## config.mk

```make
export PLATFORM = sky130hd
export DESIGN_NAME = peak_decay_level_meter
export DESIGN_NICKNAME = d
export VERILOG_FILES = /design/src/rtl/pdlm_pkg.sv /design/src/rtl/pdlm_ram.sv /design/src/rtl/pdlm_lane.sv /design/src/rtl/peak_decay_level_meter.sv
export SDC_FILE = /design/constraint.sdc
export NUM_CORES = 2
export LEC_CHECK = 0
export BUFFER_PORTS_ARGS = -buffer_cell sky130_fd_sc_hd__buf_2
export CAP_MARGIN = 30
export CORE_MARGIN = 2
export CORE_UTILIZATION = 35
export DETAILED_ROUTE_END_ITERATION = 10
export GPL_TIMING_DRIVEN = 0
export PLACE_DENSITY = 0.48
export SYNTH_ARGS = -nofsm -noshare
export SYNTH_HDL_FRONTEND = slang
export SYNTH_SLANG_ARGS = --single-unit
```

## constraint.sdc

```tcl
create_clock -name clk -period 6.3 [get_ports clk]
set_input_delay 1.26 -clock clk [delete_from_list [all_inputs] [get_ports clk]]
set_output_delay 1.26 -clock clk [all_outputs]
set_load 0.02 [all_outputs]
```

## src/rtl/pdlm_pkg.sv

```systemverilog
`timescale 1ns / 1ps
// ----------------------------------------------------------------------------
// pdlm_pkg
// Shared types and constants for the peak/decay level meter.
// ----------------------------------------------------------------------------
package pdlm_pkg;

    localparam int VOL_W       = 4;
    localparam int VOL_SHIFT   = 4;
    localparam int NUM_CH      = 8;
    localparam int BAR_W       = 8;
    localparam int NUM_BARS    = 8;
    localparam int LAG_W       = 5;
    localparam int LAG_CODES   = 1 << LAG_W;

    // input item: eight volumes, restart flag, zero padding to 40 bits
    localparam int IN_TDATA_W  = 40;
    localparam int RESTART_BIT = NUM_CH * VOL_W;
    localparam int OUT_TDATA_W = NUM_BARS * BAR_W;

    // configuration port
    localparam int CFG_INDEX_W = 2;
    localparam int CFG_DATA_W  = 8;

    localparam logic [CFG_INDEX_W-1:0] REG_DECAY_STEP  = 2'd0;
    localparam logic [CFG_INDEX_W-1:0] REG_DISPLAY_LAG = 2'd1;
    localparam logic [CFG_INDEX_W-1:0] REG_MONO_MODE   = 2'd2;

    localparam logic [BAR_W-1:0] DECAY_STEP_RST  = 8'd8;
    localparam logic [LAG_W-1:0] DISPLAY_LAG_RST = 5'd0;
    localparam logic             MONO_MODE_RST   = 1'b1;

    typedef logic [VOL_W-1:0] vol_t;
    typedef logic [BAR_W-1:0] level_t;

endpackage

```

## src/rtl/pdlm_ram.sv

```systemverilog
`timescale 1ns / 1ps
// ----------------------------------------------------------------------------
// pdlm_ram
// Generic RAM: one write port, two read ports with registered read data.
// ----------------------------------------------------------------------------
module pdlm_ram #(
    parameter int WIDTH = 64,
    parameter int DEPTH = 20
) (
    input  logic                     clk,
    input  logic                     we,
    input  logic [$clog2(DEPTH)-1:0] waddr,
    input  logic [WIDTH-1:0]         wdata,
    input  logic                     re,
    input  logic [$clog2(DEPTH)-1:0] raddr_a,
    input  logic [$clog2(DEPTH)-1:0] raddr_b,
    output logic [WIDTH-1:0]         rdata_a,
    output logic [WIDTH-1:0]         rdata_b
);

    logic [WIDTH-1:0] mem [DEPTH];

    always_ff @(posedge clk)
    begin
        if (we)
        begin
            mem[waddr] <= wdata;
        end
        if (re)
        begin
            rdata_a <= mem[raddr_a];
            rdata_b <= mem[raddr_b];
        end
    end

endmodule

```

## src/rtl/pdlm_lane.sv

```systemverilog
`timescale 1ns / 1ps
// ----------------------------------------------------------------------------
// pdlm_lane
// One meter lane: peak capture, otherwise linear decay clamped at zero.
// ----------------------------------------------------------------------------
module pdlm_lane
    import pdlm_pkg::*;
(
    input  vol_t   vol,
    input  level_t old_level,
    input  level_t decay_step,
    output level_t new_level
);

    level_t scaled;

    always_comb
    begin
        scaled = level_t'({vol, {VOL_SHIFT{1'b0}}});
        if (old_level < scaled)
        begin
            new_level = scaled;
        end
        else if (old_level > decay_step)
        begin
            new_level = old_level - decay_step;
        end
        else
        begin
            new_level = '0;
        end
    end

endmodule

```

## src/rtl/peak_decay_level_meter.sv

```systemverilog
`timescale 1ns / 1ps
// ----------------------------------------------------------------------------
// peak_decay_level_meter
// Multi-lane peak-hold level meter with linear decay and a delay ring.
// ----------------------------------------------------------------------------
//  channel   dir  handshake                      payload
//  s_axis    in   s_axis_tvalid / s_axis_tready  8 x 4-bit volume, restart
//  m_axis    out  m_axis_tvalid / m_axis_tready  8 x 8-bit bar level
//  cfg       in   cfg_we (no stall)              decay_step, display_lag, mono
//
//  One item per cycle unless m_axis stalls. The accept edge issues the ring
//  reads; the advancing compute stage writes the row and result register.
//  Reset clears pointers, config and the ring valid bits (unwritten rows read
//  as zero), so no clearing pass is needed. A stall on m_axis holds the item
//  in the compute stage; s_axis_tready follows m_axis_tready combinationally.
// ----------------------------------------------------------------------------
module peak_decay_level_meter
    import pdlm_pkg::*;
#(
    parameter int RING_DEPTH = 20,
    parameter int LANES      = 8
) (
    input  logic                   clk,
    input  logic                   rst_n,

    input  logic                   s_axis_tvalid,
    output logic                   s_axis_tready,
    // [3:0] vol_ch0 .. [31:28] vol_ch7, [32] restart, [39:33] zero
    input  logic [IN_TDATA_W-1:0]  s_axis_tdata,

    output logic                   m_axis_tvalid,
    input  logic                   m_axis_tready,
    // [7:0] bar0, [15:8] bar1 .. [63:56] bar7
    output logic [OUT_TDATA_W-1:0] m_axis_tdata,

    input  logic                   cfg_we,
    input  logic [CFG_INDEX_W-1:0] cfg_index,
    input  logic [CFG_DATA_W-1:0]  cfg_wdata
);

    localparam int AW    = $clog2(RING_DEPTH);
    localparam int ROW_W = LANES * BAR_W;
    localparam int VOLS_W = NUM_CH * VOL_W;

    // configuration
    level_t           decay_step_reg;
    logic [LAG_W-1:0] display_lag_reg;
    logic             mono_mode_reg;

    always_ff @(posedge clk or negedge rst_n)
    begin
        if (!rst_n)
        begin
            decay_step_reg  <= DECAY_STEP_RST;
            display_lag_reg <= DISPLAY_LAG_RST;
            mono_mode_reg   <= MONO_MODE_RST;
        end
        else if (cfg_we)
        begin
            case (cfg_index)
                REG_DECAY_STEP:  decay_step_reg  <= cfg_wdata[BAR_W-1:0];
                REG_DISPLAY_LAG: display_lag_reg <= cfg_wdata[LAG_W-1:0];
                REG_MONO_MODE:   mono_mode_reg   <= cfg_wdata[0];
                default:         ;
            endcase
        end
    end

    // lag reduced modulo ring depth through a constant lookup
    logic [AW-1:0] lag_slot;

    always_comb
    begin
        lag_slot = '0;
        for (int k = 0; k < LAG_CODES; k++)
        begin
            if (display_lag_reg == LAG_W'(k))
            begin
                lag_slot = AW'(k % RING_DEPTH);
            end
        end
    end

    // handshake / stage control
    logic s_valid_reg;
    logic out_valid_reg;
    logic s_advance;
    logic accept;

    assign s_advance     = s_valid_reg && (!out_valid_reg || m_axis_tready);
    assign s_axis_tready = !s_valid_reg || s_advance;
    assign accept        = s_axis_tvalid && s_axis_tready;

    // issue: pointers and ring read addresses
    logic [AW-1:0] wr_ptr_reg, wr_ptr_next;
    logic [AW-1:0] rd_ptr_reg, rd_ptr_next;
    logic [AW-1:0] iss_wr, iss_rd, iss_prev;
    logic          restart;

    assign restart = s_axis_tdata[RESTART_BIT];

    always_comb
    begin
        iss_wr   = restart ? lag_slot : wr_ptr_reg;
        iss_rd   = restart ? '0 : rd_ptr_reg;
        iss_prev = (iss_wr == '0) ? AW'(RING_DEPTH - 1) : iss_wr - AW'(1);
        wr_ptr_next = (iss_wr == AW'(RING_DEPTH - 1)) ? '0 : iss_wr + AW'(1);
        rd_ptr_next = (iss_rd == AW'(RING_DEPTH - 1)) ? '0 : iss_rd + AW'(1);
    end

    // compute stage registers
    logic [VOLS_W-1:0]     s_vols_reg;
    logic [AW-1:0]         s_wr_reg;
    logic [AW-1:0]         s_rd_reg;
    logic                  s_prev_fwd_reg, s_prev_vld_reg;
    logic                  s_rd_fwd_reg, s_rd_vld_reg;
    logic [RING_DEPTH-1:0] ring_vld_reg;
    logic [ROW_W-1:0]      last_row_reg;

    logic [ROW_W-1:0]      new_row;
    logic [ROW_W-1:0]      ram_prev, ram_rd;
    logic [ROW_W-1:0]      prev_row, rd_row, shown_row;

    always_ff @(posedge clk or negedge rst_n)
    begin
        if (!rst_n)
        begin
            wr_ptr_reg   <= '0;
            rd_ptr_reg   <= '0;
            s_valid_reg  <= 1'b0;
            ring_vld_reg <= '0;
        end
        else
        begin
            if (accept)
            begin
                wr_ptr_reg <= wr_ptr_next;
                rd_ptr_reg <= rd_ptr_next;
            end
            if (accept)
            begin
                s_valid_reg <= 1'b1;
            end
            else if (s_advance)
            begin
                s_valid_reg <= 1'b0;
            end
            if (s_advance)
            begin
                ring_vld_reg[s_wr_reg] <= 1'b1;
            end
        end
    end

    // payload: no reset needed
    always_ff @(posedge clk)
    begin
        if (accept)
        begin
            s_vols_reg     <= s_axis_tdata[VOLS_W-1:0];
            s_wr_reg       <= iss_wr;
            s_rd_reg       <= iss_rd;
            // a row written on this same edge is missed by the RAM read
            s_prev_fwd_reg <= s_advance && (s_wr_reg == iss_prev);
            s_rd_fwd_reg   <= s_advance && (s_wr_reg == iss_rd);
            s_prev_vld_reg <= ring_vld_reg[iss_prev];
            s_rd_vld_reg   <= ring_vld_reg[iss_rd];
        end
        if (s_advance)
        begin
            last_row_reg <= new_row;
        end
    end

    pdlm_ram #(
        .WIDTH (ROW_W),
        .DEPTH (RING_DEPTH)
    ) u_ring (
        .clk     (clk),
        .we      (s_advance),
        .waddr   (s_wr_reg),
        .wdata   (new_row),
        .re      (accept),
        .raddr_a (iss_prev),
        .raddr_b (iss_rd),
        .rdata_a (ram_prev),
        .rdata_b (ram_rd)
    );

    always_comb
    begin
        if (s_prev_fwd_reg)
        begin
            prev_row = last_row_reg;
        end
        else if (s_prev_vld_reg)
        begin
            prev_row = ram_prev;
        end
        else
        begin
            prev_row = '0;
        end

        if (s_rd_fwd_reg)
        begin
            rd_row = last_row_reg;
        end
        else if (s_rd_vld_reg)
        begin
            rd_row = ram_rd;
        end
        else
        begin
            rd_row = '0;
        end

        // zero lag: the row written by this item is the one shown
        shown_row = (s_rd_reg == s_wr_reg) ? new_row : rd_row;
    end

    // lanes
    for (genvar i = 0; i < LANES; i++)
    begin : g_lane
        localparam int CH_MONO   = (i / 2) % NUM_CH;
        localparam int CH_STEREO = i % NUM_CH;

        vol_t lane_vol;

        assign lane_vol = mono_mode_reg ? s_vols_reg[CH_MONO*VOL_W +: VOL_W]
                                        : s_vols_reg[CH_STEREO*VOL_W +: VOL_W];

        pdlm_lane u_lane (
            .vol        (lane_vol),
            .old_level  (prev_row[i*BAR_W +: BAR_W]),
            .decay_step (decay_step_reg),
            .new_level  (new_row[i*BAR_W +: BAR_W])
        );
    end

    // result register
    logic [OUT_TDATA_W-1:0] out_bars;
    logic [OUT_TDATA_W-1:0] out_data_reg;

    for (genvar b = 0; b < NUM_BARS; b++)
    begin : g_bar
        if (b < LANES)
        begin : g_used
            assign out_bars[b*BAR_W +: BAR_W] = shown_row[b*BAR_W +: BAR_W];
        end
        else
        begin : g_unused
            assign out_bars[b*BAR_W +: BAR_W] = '0;
        end
    end

    always_ff @(posedge clk or negedge rst_n)
    begin
        if (!rst_n)
        begin
            out_valid_reg <= 1'b0;
        end
        else if (s_advance)
        begin
            out_valid_reg <= 1'b1;
        end
        else if (m_axis_tready)
        begin
            out_valid_reg <= 1'b0;
        end
    end

    always_ff @(posedge clk)
    begin
        if (s_advance)
        begin
            out_data_reg <= out_bars;
        end
    end

    assign m_axis_tvalid = out_valid_reg;
    assign m_axis_tdata  = out_data_reg;

endmodule

```

==> impl_metrics.toml <==
[placement]
port_buffers = 112
place_hpwl_um = 223000
place_ws_ns = -0.0249
gp_congestion = 0.908

[detailed_routing]
wl_um = 295000
drt_iter0_markers = 5994
drcViolationCount = 0
num_vias = 52457
vias_per_cell = 5.80
final_antenna_net_count = 0
post_drt_wl_per_cell_um = 32.7
drt_pass1_iterations = 6

[synthesis]
synthArstFlopShare_pct = 2.83
ys_types = 82
netlist.area_leader.share_pct = 61.1
syn_area_um2 = 77700
synth_edf_count = 1582
yosys.area.top_type = "edfxtp_1"
ys_seq_elements = 1628
seq_area_frac_synth_pct = 62.6
yosysMostFrequentCell = "edfxtp_1"
synth_commonest_cells = "1,582 x edfxtp_1, 574 x a21oi_1, 534 x nand2_1, 353 x mux2i_1, 268 x mux2_2"
yosys-top-cells-area = "edfxtp_1 61%, mux4_2 7.5%, mux2i_1 4.5%, mux2_2 3.9%, a21oi_1 3.7%"
synth_ff_type = "edfxtp_1"
syn_nets = 5638
syn_avg_cell_area_um2 = 14.2
postSynthCellCount = 5485
synth-warning-count = 0

[power]
peakVddDrop_mv = 0.242
powerDensity_nw_per_um2 = 409
p_leak_nw = 30.1

[clocking]
root_buffer = "clkbuf_16"
cts_setup_buffers = 0
cts_max_path_buffers = 3
clk_pin_slew_ns = 0.06
clock-sinks = 1628
cts_tree = "built"
cts_inserted_buffers = 182
cts_resized = 1
hold_buffers = 0
insertion_delay_ns = 0.86
htreeDepth = 4

[global_routing]
grt_max_degree = 115
antenna_found_initial = 26
grt_first_pass_wirelength_um = 408000
grt_pass1_vias = 51509
gr-usage-all-layers_pct = 25.8
globalRouteOverflowTotal = 0

[floorplanning]
fp.dieW_um = 475
std_cell_rows = 172
die_h_um = 475
io_pins = 121
fp.coreArea_um2 = 220000
fp.dieArea_um2 = 226000
initial_utilization_pct = 35.3

[sta]
rsz0062_at_grt = "no"
maxSlewViolCount = 0
fin_skew_ns = 0.0410
slew-limit-headroom_pct = 28.5
holdWs_ns = 0.463
hold_viol = 0
period_share_pct = 97.0
fin_ws_ns = 0.191
worstMarginPinSlew_ns = 1.07
fmax_mhz = 164
setup_viol = 0
period_minus_slack_ns = 6.11

[job]
max-cap-violations = 0

[cells_and_area]
syn2layout_area_growth_pct = 16.7
top_register = "u_ring.mem"
drive_above_1_share_pct = 21.0
fin_nets = 6077
largest_register_ffs = 1280
fill_cells = 20118

[setup_path]
start_kind = "flop"
required_ns = 6.98
worstPathArrival_ns = 6.79
endpoint_kind = "flop"
crit_type = "flop to flop"
cp_max_fo = 22

[outcome]
status = "finished clean"

[worst_hold_path]
hold_class = "primary input to async pin"
cell usage in the layout (no fill, tap or decap), drive strengths merged, types with 82 or more instances in the layout:
master,count
mux2i,354
buf,395
clkinv,92
clkbuf,471
ha,90
nand2,534
edfxtp,1582
o22ai,82
nor2,235
mux4,260
a31oi,135
mux2,269
o21ai,266
a21oi,576
per-layer routing:
layer / vias to the layer above / track usage [%] / routed length, µm
li1: 22574 / - / -
met1: 27226 / 35.3 / 124000
met2: 2265 / 41.2 / 137000
met3: 392 / 4.33 / 22200
met4: 0 / 9.52 / 11400
met5: - / 0 / 0
path summary, 6_finish.rpt:
path | from | endpoint | slack (ns) | cells past startpoint
max in group asynchronous | rst_n | decay_step_reg[3]$_DFFE_PN1P_ | 5.13 | 2
worst min register to register | ring_vld_reg[15]$_DFFE_PN0P_ | ring_vld_reg[15]$_DFFE_PN0P_ | 0.49 | 1
worst min-delay path | rst_n | rd_ptr_reg[2]$_DFFE_PN0P_ | 0.46 | 1
worst max-delay path | s_prev_vld_reg$_DFFE_PP_ | m_axis_tdata[28]$_DFFE_PP_ | 0.19 | 16
min in group clk | ring_vld_reg[15]$_DFFE_PN0P_ | ring_vld_reg[15]$_DFFE_PN0P_ | 0.49 | 1
worst max register to register | s_prev_vld_reg$_DFFE_PP_ | m_axis_tdata[28]$_DFFE_PP_ | 0.19 | 16
kinds of logic after synthesis:
family	share of synthesized area [%]
flip-flops	62.6
AO/OA/AOI/OAI	11.6
AND/OR/NAND/NOR	5.09
multiplexers	16.0
buffers and inverters	2.60
adder cells (fa/ha/maj)	1.65
XOR/XNOR	0.473
layout make-up:
class	instances	area [µm²]	share of cell area [%]
antenna	9	22.5	0.0248
buffer	393	1850	2.04
clock buffer	218	4800	5.30
clock inverter	112	941	1.04
inverter	50	206	0.228
multi-input combinational	3414	27400	30.2
sequential	1628	48700	53.7
tap	2958	3700	4.08
timing repair buffer	255	3090	3.41
per-stage QoR:
| stage | setup TNS, ns | cells | utilization, % | area, µm² | power, mW |
|---|---|---|---|---|---|
| after global routing | 0 | 9034 | 41.2 | 90700 | 38.4 |
| after global placement | -4345.74 | 8555 | 37.3 | 82000 | 26.2 |
| final | 0 | 9037 | 41.2 | 90700 | 37.1 |
| after floorplan | 0 | 5485 | - | 77800 | 21.2 |
| after CTS | 0 | 9019 | 41.1 | 90500 | 37.0 |
| after detailed placement | -0.0249 | 8689 | 38.5 | 84800 | 26.6 |
worst max-delay path, stage by stage, from the launching register on:
cell      delay [ns]
edfxtp_1        0.72
nor2b_2         0.27
buf_4           0.22
clkbuf_2        0.34
buf_8           0.20
buf_1           0.45
buf_16          0.22
a22oi_1         0.08
ha_1            0.26
fa_1            0.41
nor2b_1         0.21
o21ai_0         0.17
a21boi_0        0.54
o31a_1          0.26
o311ai_2        0.27
o32ai_4         0.90
o21a_1          0.34
power by group:
| part | internal [mW] | switching [mW] |
|---|---|---|
| registers | 13.6 | 0.416 |
| clock network | 5.85 | 4.56 |
| logic | 4.30 | 8.38 |
| total | 23.7 | 13.4 |
No activity file was read; power rests on OpenSTA's default activity.
